`src/sv/rsfp_pkg.sv`:
```
`default_nettype none
package rsfp_pkg;

   // channel count default and the fixed number of result lanes
   localparam int NUM_CHANNELS_DEFAULT = 4;
   localparam int OUT_CHANNELS = 4;

   // layout: first distance byte position for each format
   localparam int SHORT_BASE = 1;
   localparam int LONG_BASE  = 4;

   localparam logic [7:0] SHORT_HEADER  = 8'hFF;
   localparam logic [7:0] LONG_HEADER_0 = 8'h55;
   localparam logic [7:0] LONG_HEADER_1 = 8'hAA;

   // register map
   localparam int CSR_ADDR_W = 2;
   localparam int CSR_DATA_W = 16;
   localparam logic [CSR_ADDR_W-1:0] CSR_FRAME_FORMAT = 2'd0;
   localparam logic [CSR_ADDR_W-1:0] CSR_MIN_VALID_MM = 2'd1;
   localparam logic [CSR_ADDR_W-1:0] CSR_MAX_VALID_MM = 2'd2;

   localparam logic        FORMAT_RESET  = 1'b0;
   localparam logic [15:0] MIN_MM_RESET  = 16'd25;
   localparam logic [15:0] MAX_MM_RESET  = 16'd4500;

   typedef enum logic [1:0] {
      STATUS_OK         = 2'd0,
      STATUS_BAD_HEADER = 2'd1,
      STATUS_BAD_SUM    = 2'd2
   } status_type;

   typedef struct packed {
      logic [7:0] rx_byte;
      logic       frame_start;
   } req_type;

   typedef struct packed {
      logic [1:0]  status;
      logic [15:0] distance_a;
      logic [15:0] distance_b;
      logic [15:0] distance_c;
      logic [15:0] distance_d;
      logic        valid_a;
      logic        valid_b;
      logic        valid_c;
      logic        valid_d;
   } rsp_type;

   typedef struct packed {
      logic        frame_format;
      logic [15:0] min_valid_mm;
      logic [15:0] max_valid_mm;
   } cfg_type;

   // framer to output stage
   typedef struct packed {
      logic                            done;
      logic                            at_last;
      status_type                      status;
      logic [OUT_CHANNELS-1:0][15:0]   chan_mm;
   } frame_result_type;

endpackage
`default_nettype wire

```
`src/sv/rsfp_csr.sv`:
```
`default_nettype none
module rsfp_csr (
   input  wire                               clock,
   input  wire                               reset,
   input  wire                               csr_write,
   input  wire [rsfp_pkg::CSR_ADDR_W-1:0]    csr_addr,
   input  wire [rsfp_pkg::CSR_DATA_W-1:0]    csr_wdata,
   output rsfp_pkg::cfg_type                 cfg
);

   rsfp_pkg::cfg_type cfg_ff;

   always_ff @(posedge clock) begin
      if (reset) begin
         cfg_ff.frame_format <= rsfp_pkg::FORMAT_RESET;
         cfg_ff.min_valid_mm <= rsfp_pkg::MIN_MM_RESET;
         cfg_ff.max_valid_mm <= rsfp_pkg::MAX_MM_RESET;
      end else if (csr_write) begin
         unique case (csr_addr)
            rsfp_pkg::CSR_FRAME_FORMAT: cfg_ff.frame_format <= csr_wdata[0];
            rsfp_pkg::CSR_MIN_VALID_MM: cfg_ff.min_valid_mm <= csr_wdata;
            rsfp_pkg::CSR_MAX_VALID_MM: cfg_ff.max_valid_mm <= csr_wdata;
            default: ;  // unmapped index, dropped
         endcase
      end
   end

   assign cfg = cfg_ff;

endmodule
`default_nettype wire

```
`src/sv/rsfp_framer.sv`:
```
`default_nettype none
module rsfp_framer #(
   parameter int NUM_CHANNELS = rsfp_pkg::NUM_CHANNELS_DEFAULT
) (
   input  wire                          clock,
   input  wire                          reset,
   input  wire                          take,
   input  rsfp_pkg::req_type            req,
   input  rsfp_pkg::cfg_type            cfg,
   output rsfp_pkg::frame_result_type   result
);

   localparam int SHORT_LEN  = rsfp_pkg::SHORT_BASE + 2 * NUM_CHANNELS + 1;
   localparam int LONG_LEN   = rsfp_pkg::LONG_BASE + 2 * NUM_CHANNELS + 1;
   localparam int POS_W      = $clog2(LONG_LEN);
   localparam int CH_W       = (NUM_CHANNELS > 1) ? $clog2(NUM_CHANNELS) : 1;
   localparam logic [POS_W-1:0] SHORT_LAST = POS_W'(SHORT_LEN - 1);
   localparam logic [POS_W-1:0] LONG_LAST  = POS_W'(LONG_LEN - 1);
   localparam logic [POS_W-1:0] SHORT_B    = POS_W'(rsfp_pkg::SHORT_BASE);
   localparam logic [POS_W-1:0] LONG_B     = POS_W'(rsfp_pkg::LONG_BASE);
   localparam logic [POS_W-1:0] SPAN       = POS_W'(2 * NUM_CHANNELS);
   localparam logic [POS_W-1:0] POS_ZERO   = '0;
   localparam logic [POS_W-1:0] POS_ONE    = POS_W'(1);

   logic [POS_W-1:0]  pos_ff, pos_in;
   logic              in_frame_ff, in_frame_in;
   logic              good_ff, good_in;
   logic [7:0]        sum_ff, sum_in;
   logic [7:0]        hold_ff, hold_in;
   logic [15:0]       chan_ff [NUM_CHANNELS];

   logic [POS_W-1:0]  pos_eff, last, base, off;
   logic              good_eff, active, done, in_span, chan_we;
   logic [7:0]        sum_eff;
   logic [CH_W-1:0]   ch;

   always_comb begin
      last     = cfg.frame_format ? LONG_LAST : SHORT_LAST;
      base     = cfg.frame_format ? LONG_B : SHORT_B;
      pos_eff  = req.frame_start ? POS_ZERO : pos_ff;
      good_eff = req.frame_start | good_ff;
      sum_eff  = req.frame_start ? 8'h00 : sum_ff;
      active   = req.frame_start | in_frame_ff;
      done     = take & active & (pos_eff >= last);
      in_span  = (pos_eff >= base) && (pos_eff < base + SPAN);
      off      = pos_eff - base;
      ch       = off[CH_W:1];
      chan_we  = take & active & ~done & in_span & off[0]
               & ({{(32-CH_W){1'b0}}, ch} < 32'(NUM_CHANNELS));

      pos_in      = pos_ff;
      in_frame_in = in_frame_ff;
      good_in     = good_ff;
      sum_in      = sum_ff;
      hold_in     = hold_ff;

      if (take && active) begin
         if (done) begin
            in_frame_in = 1'b0;
            pos_in      = POS_ZERO;
            good_in     = good_eff;
            sum_in      = sum_eff;
         end else begin
            in_frame_in = 1'b1;
            pos_in      = pos_eff + POS_ONE;
            sum_in      = sum_eff + req.rx_byte;
            good_in     = good_eff;
            if (cfg.frame_format) begin
               if (pos_eff == POS_ZERO && req.rx_byte != rsfp_pkg::LONG_HEADER_0)
                  good_in = 1'b0;
               if (pos_eff == POS_ONE && req.rx_byte != rsfp_pkg::LONG_HEADER_1)
                  good_in = 1'b0;
            end else if (pos_eff == POS_ZERO && req.rx_byte != rsfp_pkg::SHORT_HEADER) begin
               good_in = 1'b0;
            end
            if (in_span && !off[0])
               hold_in = req.rx_byte;
         end
      end
   end

   always_ff @(posedge clock) begin
      if (reset) begin
         pos_ff      <= '0;
         in_frame_ff <= 1'b0;
         good_ff     <= 1'b1;
         sum_ff      <= '0;
         hold_ff     <= '0;
      end else begin
         pos_ff      <= pos_in;
         in_frame_ff <= in_frame_in;
         good_ff     <= good_in;
         sum_ff      <= sum_in;
         hold_ff     <= hold_in;
      end
   end

   always_ff @(posedge clock) begin
      if (chan_we)
         chan_ff[ch] <= {hold_ff, req.rx_byte};
   end

   always_comb begin
      result.done    = done;
      result.at_last = in_frame_ff && (pos_ff >= last);
      priority if (!good_eff)
         result.status = rsfp_pkg::STATUS_BAD_HEADER;
      else if (sum_eff != req.rx_byte)
         result.status = rsfp_pkg::STATUS_BAD_SUM;
      else
         result.status = rsfp_pkg::STATUS_OK;
      for (int k = 0; k < rsfp_pkg::OUT_CHANNELS; k++) begin
         if (k < NUM_CHANNELS)
            result.chan_mm[k] = chan_ff[k];
         else
            result.chan_mm[k] = 16'h0000;
      end
   end

endmodule
`default_nettype wire

```
`src/sv/rsfp_out.sv`:
```
`default_nettype none
module rsfp_out #(
   parameter int NUM_CHANNELS = rsfp_pkg::NUM_CHANNELS_DEFAULT
) (
   input  wire                          clock,
   input  wire                          reset,
   input  rsfp_pkg::frame_result_type   result,
   input  rsfp_pkg::cfg_type            cfg,
   input  wire                          rsp_stall,
   output logic                         rsp_valid,
   output rsfp_pkg::rsp_type            rsp_data
);

   logic                 rsp_valid_ff, rsp_valid_in;
   rsfp_pkg::rsp_type    rsp_data_ff, rsp_data_in;
   logic [rsfp_pkg::OUT_CHANNELS-1:0][15:0] d;
   logic [rsfp_pkg::OUT_CHANNELS-1:0]       v;
   logic                 ok;

   always_comb begin
      ok = (result.status == rsfp_pkg::STATUS_OK);
      for (int k = 0; k < rsfp_pkg::OUT_CHANNELS; k++) begin
         d[k] = ok ? result.chan_mm[k] : 16'h0000;
         // lanes beyond the channel count never flag
         v[k] = ok && (k < NUM_CHANNELS)
                   && (result.chan_mm[k] >= cfg.min_valid_mm)
                   && (result.chan_mm[k] <= cfg.max_valid_mm);
      end
      rsp_data_in.status     = result.status;
      rsp_data_in.distance_a = d[0];
      rsp_data_in.distance_b = d[1];
      rsp_data_in.distance_c = d[2];
      rsp_data_in.distance_d = d[3];
      rsp_data_in.valid_a    = v[0];
      rsp_data_in.valid_b    = v[1];
      rsp_data_in.valid_c    = v[2];
      rsp_data_in.valid_d    = v[3];

      rsp_valid_in = rsp_valid_ff & rsp_stall;
      if (result.done)
         rsp_valid_in = 1'b1;
   end

   always_ff @(posedge clock) begin
      if (reset)
         rsp_valid_ff <= 1'b0;
      else
         rsp_valid_ff <= rsp_valid_in;
   end

   always_ff @(posedge clock) begin
      if (result.done)
         rsp_data_ff <= rsp_data_in;
   end

   assign rsp_valid = rsp_valid_ff;
   assign rsp_data  = rsp_data_ff;

endmodule
`default_nettype wire

```
`src/sv/ranging_sensor_frame_parser.sv`:
```
`default_nettype none
// Latency: a result appears in rsp_data the cycle after its checksum byte transfers.
// Throughput: one byte per cycle while the input is not stalled; the frame state updates once per byte in one pass.
// The input stalls only while a held result is stalled at the output and the next byte would be a checksum.
// Reset (synchronous, active high) closes any open frame, drops a held result and
// loads format 0, min 25 mm, max 4500 mm; channel registers are not cleared.
module ranging_sensor_frame_parser #(
   parameter int NUM_CHANNELS = rsfp_pkg::NUM_CHANNELS_DEFAULT
) (
   input  wire                               clock,
   input  wire                               reset,
   // byte channel
   input  wire                               req_valid,
   output logic                              req_stall,
   input  rsfp_pkg::req_type                 req_data,
   // result channel
   output logic                              rsp_valid,
   input  wire                               rsp_stall,
   output rsfp_pkg::rsp_type                 rsp_data,
   // register writes
   input  wire                               csr_write,
   input  wire [rsfp_pkg::CSR_ADDR_W-1:0]    csr_addr,
   input  wire [rsfp_pkg::CSR_DATA_W-1:0]    csr_wdata
);

   rsfp_pkg::cfg_type          cfg;
   rsfp_pkg::frame_result_type result;
   logic                       take;

   rsfp_csr u_csr (
      .clock     (clock),
      .reset     (reset),
      .csr_write (csr_write),
      .csr_addr  (csr_addr),
      .csr_wdata (csr_wdata),
      .cfg       (cfg)
   );

   // A checksum byte needs a free output slot (empty, or draining this cycle).
   // Frames are at least four bytes long, so only that byte ever has to wait.
   assign req_stall = rsp_valid & rsp_stall & result.at_last;
   assign take      = req_valid & ~req_stall;

   rsfp_framer #(
      .NUM_CHANNELS (NUM_CHANNELS)
   ) u_framer (
      .clock  (clock),
      .reset  (reset),
      .take   (take),
      .req    (req_data),
      .cfg    (cfg),
      .result (result)
   );

   // range flags and zeroing of bad frames sit ahead of the result register
   rsfp_out #(
      .NUM_CHANNELS (NUM_CHANNELS)
   ) u_out (
      .clock     (clock),
      .reset     (reset),
      .result    (result),
      .cfg       (cfg),
      .rsp_stall (rsp_stall),
      .rsp_valid (rsp_valid),
      .rsp_data  (rsp_data)
   );

endmodule
`default_nettype wire

```
`config.mk`:
```
export PLATFORM = sky130hd
export DESIGN_NAME = ranging_sensor_frame_parser
export DESIGN_NICKNAME = d
export VERILOG_FILES = /design/src/sv/rsfp_pkg.sv /design/src/sv/rsfp_csr.sv /design/src/sv/rsfp_framer.sv /design/src/sv/rsfp_out.sv /design/src/sv/ranging_sensor_frame_parser.sv
export SDC_FILE = /design/constraint.sdc
export NUM_CORES = 1
export LEC_CHECK = 0
export BUFFER_PORTS_ARGS = -buffer_cell sky130_fd_sc_hd__buf_2
export CORE_AREA = 10 10 146 148
export CTS_BUF_LIST = sky130_fd_sc_hd__clkbuf_4
export DETAILED_ROUTE_END_ITERATION = 10
export DIE_AREA = 0 0 156 158
export HOLD_SLACK_MARGIN = 0.15
export PLACE_DENSITY = 0.8
export SYNTH_ARGS = -nofsm -noshare
export SYNTH_HDL_FRONTEND = slang
export SYNTH_SLANG_ARGS = --single-unit
```
`constraint.sdc`:
```
create_clock -name clock -period 4.92 [get_ports clock]
set_clock_uncertainty 0.1 [all_clocks]
set_input_delay 0 -clock clock [delete_from_list [all_inputs] [get_ports clock]]
set_output_delay 0 -clock clock [all_outputs]
set_load 0.01 [all_outputs]
```
==> results_dict.tcl, run 1 <==
set metrics [dict create \
    antenna_found_initial 1 \
    totalWireLength_um 25900 \
    cts_tree "done" \
    cts_resized 0 \
    async_reset_ff_share_pct 0 \
    netlist_area_um2 9990 \
    vias 7649 \
    dr.pass1.iters 5 \
    hold_violations 0 \
    drc 0 \
    synth.avg_cell_area_um2 11.2 \
    maxClockFrequency_ghz 0.308 \
    placement_rows 50 \
    switching_power_uw 712 \
    power.density_nw_per_um2 243 \
    grt_pass1_wl_um 41000 \
    cts-root-buf "clkbuf_4" \
    grt.total_usage_pct 21.5 \
    clockPowerShare_pct 29.8 \
    status "finished clean" \
    first_global_vias 7829 \
    period_share_pct 66.0 \
    synth_adder_area_share_pct 18.1 \
    cp_max_fo 14 \
    grt.met2_usage_pct 35.0 \
    clock-sinks 190 \
    io_buffers 103 \
    clk_latency_ns 0.61 \
    coreArea_um2 18500 \
    mostFrequentLayoutCells "ha_1 (143), edfxtp_1 (134), buf_2 (103), nand2_1 (87), a21oi_1 (77)" \
    setup_violations 0 \
    top_usage_layer "met2" \
    die_x_um 156 \
    final_common_cell "ha_1" \
    p_leak_nw 4.53 \
    grt_use_met1_pct 26.7 \
    slew-limit-headroom_pct 19.9 \
    cts_max_level 4 \
    crit_slowest_cell "o2111a_1" \
    ioPinCount 104 \
    clk_pin_slew_worst_paths_ns 0.15 \
    grt.overflow.total 0 \
    dieArea_um2 24600 \
    grt_max_degree 69 \
    cts_buffer_depth 2 \
    cap_violations 0 \
    reg2reg_slack_ns 1.67 \
    cp_cell_sequence "nor2b_1 -> ha_1 -> and2b_4 -> a311o_4 -> a21oi_2 -> o2111a_1 -> mux2i_1 -> nor2_1" \
    drt-wirelength-per-cell_um 19.7 \
    power_frac_seq_pct 60.5 \
    syn_inst 889 \
    synth_top_family_by_area "adder cells" \
    use_met3_pct 4.67 \
    peakVddDrop_v 0.000141 \
    worst_slew_pin_slew_ns 1.20 \
    ant_nets 0 \
    cp-start-kind "register" \
    synth-xor-area-share_pct 0.438 \
    seq_area_frac_synth_pct 51.5 \
    hp-start "req_data[4]" \
    p_sw_share_pct 24.9 \
    nets 1241 \
    synthSimpleGateAreaFrac_pct 16.2 \
    synth_nets 1065 \
    synth_top_flop_cell "edfxtp_1" \
    yosysWarnings 0 \
    start_util_pct 54.1 \
    drtIter0Drc 527 \
    synth-edff-count 134 \
    startpoint "u_framer.pos_ff[2]" \
    worstPathRequired_ns 5.28 \
    cp-end-kind "register" \
    synth_mux_area_share_pct 0.902 \
    cpPeakStageDelay_ns 0.59 \
    r2r-start "u_framer.pos_ff[2]" \
    fin_crit_ns 3.25 \
    arrival_ns 3.61 \
    holdWs_ns 0.203 \
    place_hpwl_um 19100 \
    p_int_mw 2.15 \
    area_growth_pct 17.7 \
    numCtsBuffers 17 \
    path_class "reg2reg" \
    ys_types 62 \
    finalSetupTns_ns 0 \
    synth_seq_cells 190 \
    gp_congestion 0.973 \
    cts_setup_buffers 0 \
    final_layout_size_suffix_gt1_share_pct 14.8 \
    die-height_um 158 \
    rsz0062_at_grt "false" \
    synth_compound_area_share_pct 10.1 \
    power_frac_comb_pct 9.7 \
    hp-class "in2reg" \
    drv_slew 0 \
    viasPerCell 5.83 \
]
==> critical path: cells and delay by family (launching register included) <==
family | cells | cell delay (ns)
AOI/OAI and AO/OA | 3 | 1.51
and+or+nand+nor | 3 | 0.52
DFF | 1 | 0.40
adders and majority gates | 1 | 0.33
muxes | 1 | 0.24
==> synth_stat cells (5+ instances only) <==
library cell	instances	area, um2
o21ai_1	10	50.1
nor3b_1	6	45.0
inv_1	48	180
a211oi_1	12	90.1
nor2_1	40	150
nand2b_1	5	31.3
o21a_1	5	37.5
o211ai_1	12	90.1
nand4_1	22	138
a21oi_1	77	385
mux2i_1	9	90.1
edfxtp_1	134	4020
dfxtp_1	56	1120
nor2b_1	12	75.1
and2_1	66	413
ha_1	143	1790
nor3_1	15	75.1
nor4_1	11	68.8
nand3_1	16	80.1
o21ai_0	27	135
nand2_1	87	327
clkbuf_1	17	63.8
==> what timing repair did <==
action,CTS,global route
hold buffers,68,0
hold endpoints to repair,106,0
setup endpoints to repair,0,0
==> state kept, by name, summed over array words and instances, names as in the netlist <==
register / flops
u_framer.pos_ff: 4
u_framer.in_frame_ff: 1
u_out.rsp_data: 70
u_framer.chan_ff: 64
u_framer.hold_ff: 8
u_framer.sum_ff: 8
u_csr.cfg: 33
u_framer.good_ff: 1
u_out.rsp_valid: 1
==> power by group through the flow <==
| stage | combinational (mW) | sequential, mW | clock, mW |
|---|---|---|---|
| floorplan | 0.154 | 1.76 | 0 |
| global placement | 0.226 | 1.76 | 0 |
| detailed placement | 0.234 | 1.76 | 0 |
| CTS | 0.272 | 1.73 | 0.863 |
| global route | 0.306 | 1.73 | 0.938 |
| finish | 0.277 | 1.73 | 0.852 |
==> metal layers <==
layer  share of wire [%]  vias to the layer above
li1                    -                     3626
met1                  41                     3610
met2                  47                      344
met3                 8.0                       69
met4                 3.5                        0
met5                   0                        -
==> area by class of cell <==
| class | count | area [um2] |
|---|---|---|
| clock inverters | 14 | 141 |
| flip-flops and latches | 190 | 5140 |
| diodes | 1 | 2.50 |
| multi-input cells | 629 | 4610 |
| well taps | 234 | 293 |
| inverters | 49 | 184 |
| fillers | 1426 | 6700 |
| repair buffers | 178 | 1250 |
| clock buffers | 18 | 135 |
==> logic make-up (layout without fill, tap and decap cells) <==
group / count (synthesis) / count (layout)
muxes: 9 / 9
DFF: 190 / 190
adders and majority gates: 144 / 144
buffers and inverters: 70 / 259
AOI/OAI and AO/OA: 167 / 167
xor gates and xnor gates: 5 / 5
and+or+nand+nor: 304 / 304
other: 0 / 1
==> final timing paths <==
check,endpoint,cells after the start
hold reg to reg,u_framer.sum_ff[2],2
hold / removal,u_framer.chan_ff[2][3],2
setup reg to reg,u_framer.hold_ff[6],8
setup / recovery,u_framer.hold_ff[6],8
==> through the flow <==
step                      power (mW)  utilization, %  instances  cell area (um2)  worst slack [ns]
after floorplan                 1.91               -        889             9990            0.0237
after global placement          1.99            58.5       1212            10800              1.77
after detailed placement        2.00            58.5       1212            10800              1.74
after CTS                       2.86            63.7       1312            11800              1.68
after global routing            2.98            63.7       1313            11800              1.52
final                           2.86            63.7       1313            11800              1.67
No activity file was read; power rests on OpenSTA's default activity.
==> run 2, diff against run 1 <==
--- a/config.mk
+++ b/config.mk
@@ -5,13 +5,14 @@
 export SDC_FILE = /design/constraint.sdc
 export NUM_CORES = 1
 export LEC_CHECK = 0
+export ABC_AREA = 1
 export BUFFER_PORTS_ARGS = -buffer_cell sky130_fd_sc_hd__buf_2
-export CORE_AREA = 10 10 146 148
+export CORE_AREA = 10 10 151 153
 export CTS_BUF_LIST = sky130_fd_sc_hd__clkbuf_4
 export DETAILED_ROUTE_END_ITERATION = 10
-export DIE_AREA = 0 0 156 158
+export DIE_AREA = 0 0 161 163
 export HOLD_SLACK_MARGIN = 0.15
-export PLACE_DENSITY = 0.8
+export PLACE_DENSITY = 0.81
 export SYNTH_ARGS = -nofsm -noshare
 export SYNTH_HDL_FRONTEND = slang
 export SYNTH_SLANG_ARGS = --single-unit
==> constraint.sdc (replaced) <==
create_clock -name clock -period 2.9 [get_ports clock]
set_clock_uncertainty 0.1 [all_clocks]
set_input_delay 0 -clock clock [delete_from_list [all_inputs] [get_ports clock]]
set_output_delay 0 -clock clock [all_outputs]
set_load 0.01 [all_outputs]
==> results_dict.tcl, run 2 <==
set metrics [dict create \
    drv_slew 0 \
    synth_most_common_cell "nand2_1" \
    yosys-top-cells-count "nand2_1 (169), inv_1 (159), ha_1 (143)" \
    start_util_pct 54.7 \
    hp-class "in2reg" \
    cp-start-kind "register" \
    dieArea_um2 26200 \
    clk_pin_slew_worst_paths_ns 0.17 \
    gp_congestion 0.903 \
    cts-root-buf "clkbuf_4" \
    r2r-start "u_csr.cfg[32]" \
    synth.avg_cell_area_um2 9.94 \
    ys_types 40 \
    peakVddDrop_v 0.000251 \
    cpPeakStageDelay_ns 0.71 \
    path_class "reg2reg" \
    vias 8403 \
    place_area_um2 11700 \
    grt_pass1_wl_um 43300 \
    grt.total_usage_pct 20.9 \
    async_reset_ff_share_pct 0 \
    cts_buffer_depth 2 \
    slew-limit-headroom_pct 43.1 \
    layout.cells.non_filler 1565 \
    synth_nets 1272 \
    arrival_ns 3.12 \
    nets 1457 \
    synth_seq_cells 190 \
    synth-edff-count 134 \
    placed_cells 1466 \
    wl_met1_um 11000 \
    fin_crit_ns 2.68 \
    ant_nets 0 \
    final_common_cell "nand2_1" \
    synth_area_leader_cell "edfxtp_1" \
    worst_slew_pin_slew_ns 0.852 \
    p_total_mw 5.12 \
    maxClockFrequency_ghz 0.373 \
    yosys.area.top_type_share_pct 36.9 \
    viasPerCell 5.37 \
    seq_area_frac_synth_pct 47.2 \
    setup_violations 0 \
    grt.overflow.total 0 \
    cp_num_buf_inv 3 \
    totalWireLength_um 27100 \
    dr.pass1.iters 5 \
    yosysWarnings 0 \
    cts_tree "done" \
    power.density_nw_per_um2 403 \
    largest_reg_flops 70 \
    cts_max_level 4 \
    synth.area.top_cells "edfxtp_1 (37%), ha_1 (16%), dfxtp_1 (10%)" \
    coreArea_um2 19900 \
    wl_met3_um 2190 \
    crit_slowest_cell "dlygate4sd3_1" \
    synth_top_flop_cell "edfxtp_1" \
    hp-start "csr_wdata[13]" \
    maxUsedRoutingLayer "met4" \
    cp_cell_sequence "inv_1 -> ha_1 -> inv_1 -> nand3_1 -> nand2_1 -> nand2_1 -> nand2_2 -> nand3_4 -> dlygate4sd3_1 -> nor3_4 -> nor2_1 -> nor2_1" \
    clk_latency_ns 0.60 \
    fin_ws_ns 0.220 \
    placement_rows 52 \
    grt_max_degree 56 \
    worstPathRequired_ns 3.34 \
    period_share_pct 92.4 \
    syn_inst 1096 \
    place_hpwl_um 19700 \
    final_layout_size_suffix_gt1_share_pct 18.3 \
    drtIter0Drc 723 \
    status "finished clean" \
    cp-end-kind "register" \
    first_global_vias 8358 \
    mostFrequentLayoutCells "nand2_1 (168), inv_1 (158), ha_1 (141), edfxtp_1 (134), buf_2 (103)" \
    stdcell_area_um2 12700 \
    area_growth_pct 16.5 \
    die-height_um 163 \
    p_leak_nw 5.80 \
    antenna_found_initial 1 \
    dr_wl_met2_um 13200 \
    netlist_area_um2 10900 \
    finalSetupTns_ns 0 \
    cp_max_fo 8 \
    cap_violations 0 \
    rsz0062_at_grt "false" \
    numCtsBuffers 17 \
    hold_violations 0 \
    cp_top_family "simple AND/OR/NAND/NOR gates" \
    clock-sinks 190 \
    ioPinCount 104 \
    io_buffers 103 \
    drt-wirelength-per-cell_um 17.3 \
    dp_slack_ns 0.353 \
    drc 0 \
    die_x_um 161 \
    startpoint "u_csr.cfg[32]" \
]
-- run 2: cell types whose count changed in the layout (fill, tap and decap cells not counted), sizes merged, moves of 6 or more --
cell	previous run	this run
nand2	89	173
nor2b	13	0
mux2i	9	0
nor2	40	169
inv	56	168
nand4	22	16
a21oi	78	99
o21ai	37	56
nand2b	6	0
buf	110	120
and2	66	1
nor4	11	2
a211oi	12	0
-- run 2: final timing paths --
kind,to,slack (ns),depth (start not counted)
max reg2reg,u_framer.hold_ff[2],0.22,12
max,u_framer.hold_ff[2],0.22,12
min reg2reg,u_framer.pos_ff[2],0.41,2
min,u_csr.cfg[13],0.17,4
-- run 2: what timing repair did --
| action | CTS | global route |
|---|---|---|
| setup endpoints to repair | 0 | 1 |
| hold buffers | 66 | 0 |
| gates resized for setup | 0 | 1 |
| hold endpoints to repair | 164 | 0 |
| setup buffers | 0 | 0 |
-- run 2: worst min-delay path: stages --
cell           delay [ns]
dlygate4sd3_1        0.53
buf_2                0.11
o21ai_0              0.07
a21oi_1              0.12
-- run 2: cell type report --
cell class,count,area (um2)
repair buffers,186,1330
well taps,270,338
clock buffers,17,128
multi-input cells,723,4970
diodes,1,2.50
fillers,1572,7220
inverters,163,617
flip-flops and latches,190,5150
clock inverters,15,160
-- run 2: power breakdown --
group	internal (mW)	switching (mW)	leakage, nW
clock network	0.524	0.951	0.150
registers	2.94	0.0392	1.80
logic	0.262	0.405	3.85
total	3.72	1.40	5.80
-- run 2: kinds of logic after synthesis --
kind of cell,after synthesis,share of synthesized area [%]
simple gates,398,19.8
flops,190,47.2
buf+inv,183,7.33
compound gates,175,8.49
fa+ha+maj,144,16.6
xor+xnor,6,0.551
-- run 2: stage by stage --
stage | util [%] | hold slack [ns]
floorplan | - | -0.00113
CTS | 63.7 | 0.151
finish | 63.8 | 0.171
global placement | 59.0 | 0.131
global route | 63.8 | 0.178
detailed placement | 59.0 | 0.136
-- run 2: per-layer routing --
layer  global-route usage [%]  up-vias
met4                     8.48        0
li1                         -     4055
met3                     5.26       54
met2                     35.2      352
met5                        0        -
met1                     25.2     3942
==> run 3, diff against run 2 <==
--- a/config.mk
+++ b/config.mk
@@ -7,12 +7,12 @@
 export LEC_CHECK = 0
 export ABC_AREA = 1
 export BUFFER_PORTS_ARGS = -buffer_cell sky130_fd_sc_hd__buf_2
-export CORE_AREA = 10 10 151 153
+export CORE_AREA = 10 10 144 146
 export CTS_BUF_LIST = sky130_fd_sc_hd__clkbuf_4
 export DETAILED_ROUTE_END_ITERATION = 10
-export DIE_AREA = 0 0 161 163
+export DIE_AREA = 0 0 154 156
 export HOLD_SLACK_MARGIN = 0.15
-export PLACE_DENSITY = 0.81
+export PLACE_DENSITY = 0.85
 export SYNTH_ARGS = -nofsm -noshare
 export SYNTH_HDL_FRONTEND = slang
 export SYNTH_SLANG_ARGS = --single-unit
==> constraint.sdc (replaced) <==
create_clock -name clock -period 2.99 [get_ports clock]
set_clock_uncertainty 0.1 [all_clocks]
set_input_delay 0 -clock clock [delete_from_list [all_inputs] [get_ports clock]]
set_output_delay 0 -clock clock [all_outputs]
set_load 0.01 [all_outputs]
==> results_dict.tcl, run 3 (same netlist as run 2, synthesis figures left out) <==
set metrics [dict create \
    clk_latency_ns 0.63 \
    numCtsBuffers 17 \
    ant_nets 0 \
    vias 8674 \
    largest_reg_flops 70 \
    hp-class "in2reg" \
    rsz0062_at_grt "false" \
    final_common_cell "nand2_1" \
    final_layout_size_suffix_gt1_share_pct 18.1 \
    place_hpwl_um 19800 \
    arrival_ns 3.25 \
    viasPerCell 5.66 \
    dr_wl_met2_um 14300 \
    cp-start-kind "register" \
    cts_max_level 4 \
    io_buffers 103 \
    die-height_um 156 \
    drt-wirelength-per-cell_um 19.3 \
    p_leak_nw 5.86 \
    wl_met1_um 11100 \
    first_global_vias 8674 \
    drtIter0Drc 904 \
    ioPinCount 104 \
    gp_congestion 0.979 \
    drv_slew 0 \
    worst_slew_pin_slew_ns 1.09 \
    fin_crit_ns 2.79 \
    placed_cells 1424 \
    start_util_pct 61.1 \
    grt.overflow.total 0 \
    cts_buffer_depth 2 \
    period_share_pct 93.3 \
    placement_rows 49 \
    clk_pin_slew_worst_paths_ns 0.18 \
    grt.total_usage_pct 23.6 \
    drc 0 \
    worstPathRequired_ns 3.45 \
    cts_tree "done" \
    antenna_found_initial 2 \
    clock-sinks 190 \
    grt_max_degree 50 \
    maxUsedRoutingLayer "met4" \
    cp-end-kind "register" \
    nets 1464 \
    wl_met3_um 2960 \
    slew-limit-headroom_pct 27.3 \
    dieArea_um2 24000 \
    maxClockFrequency_ghz 0.358 \
    coreArea_um2 17800 \
    cts-root-buf "clkbuf_4" \
    cp_max_fo 12 \
    layout.cells.non_filler 1532 \
    totalWireLength_um 29500 \
    hold_violations 0 \
    power.density_nw_per_um2 392 \
    dr.pass1.iters 8 \
    status "finished clean" \
    mostFrequentLayoutCells "nand2_1 (169), inv_1 (159), ha_1 (143), edfxtp_1 (134), buf_2 (103)" \
    die_x_um 154 \
    finalSetupTns_ns 0 \
    area_growth_pct 16.8 \
    setup_violations 0 \
    cap_violations 0 \
    path_class "reg2reg" \
    peakVddDrop_v 0.000217 \
    grt_pass1_wl_um 44700 \
]
==> run 3: through the flow <==
stage | util (%) | setup WS (ns) | hold WS, ns | power [mW] | cell area (um2)
global placement | 65.4 | 0.558 | 0.141 | 3.48 | 11700
floorplan | - | 0.00361 | -0.00113 | 3.32 | 10900
global route | 71.3 | 0.00642 | 0.168 | 5.15 | 12700
detailed placement | 65.4 | 0.491 | 0.151 | 3.51 | 11700
CTS | 70.9 | 0.121 | 0.154 | 4.92 | 12600
finish | 71.3 | 0.201 | 0.174 | 4.98 | 12700
==> run 3: critical path: stages, from the launching register on <==
cell and delay (ns):
dfxtp_1 0.38, inv_1 0.07, nor2_2 0.14, inv_1 0.10
ha_1 0.19, ha_1 0.20, nor2_2 0.14, nor2_1 0.07
nand2_1 0.06, nand2_1 0.07, buf_4 0.19, nor2_4 0.17
buf_12 0.17, inv_1 0.06, a21oi_1 0.10, dlygate4sd3_1 0.55
==> run 3: path summary, 6_finish.rpt <==
path	start	endpoint	slack, ns	cells after the start
worst max register to register	u_framer.pos_ff[0]	u_out.rsp_valid	0.20	15
worst min-delay path	req_data[6]	u_framer.chan_ff[2][5]	0.17	2
worst max-delay path	u_framer.pos_ff[0]	u_out.rsp_valid	0.20	15
worst min register to register	u_framer.pos_ff[0]	u_framer.pos_ff[0]	0.40	2
==> run 3: what timing repair did <==
action / 4_1_cts / 5_1_grt
buffers inserted: 0 / 2
endpoints found under the hold margin: 169 / 0
hold buffers: 70 / 0
gates resized for setup: 0 / 1
endpoints found under the setup margin: 0 / 2
==> run 3: layer usage <==
metal	vias to the layer above	global-route usage [%]
met2	491	40.3
met5	-	0
li1	4071	-
met4	0	11.4
met1	4013	27.4
met3	99	5.24
==> run 3: area by class of cell <==
class	instances	area [um2]
clock inverter	15	151
sequential	190	5140
antenna	2	5.00
tap	229	287
multi-input combinational	723	4960
inverter	163	617
clock buffer	17	128
timing repair buffer	193	1430
fill	1220	5120
==> run 3: power by group <==
part / internal (mW) / total (mW) / switching (mW)
registers: 2.85 / 2.89 / 0.0393
clock network: 0.440 / 1.43 / 0.989
logic: 0.258 / 0.663 / 0.405
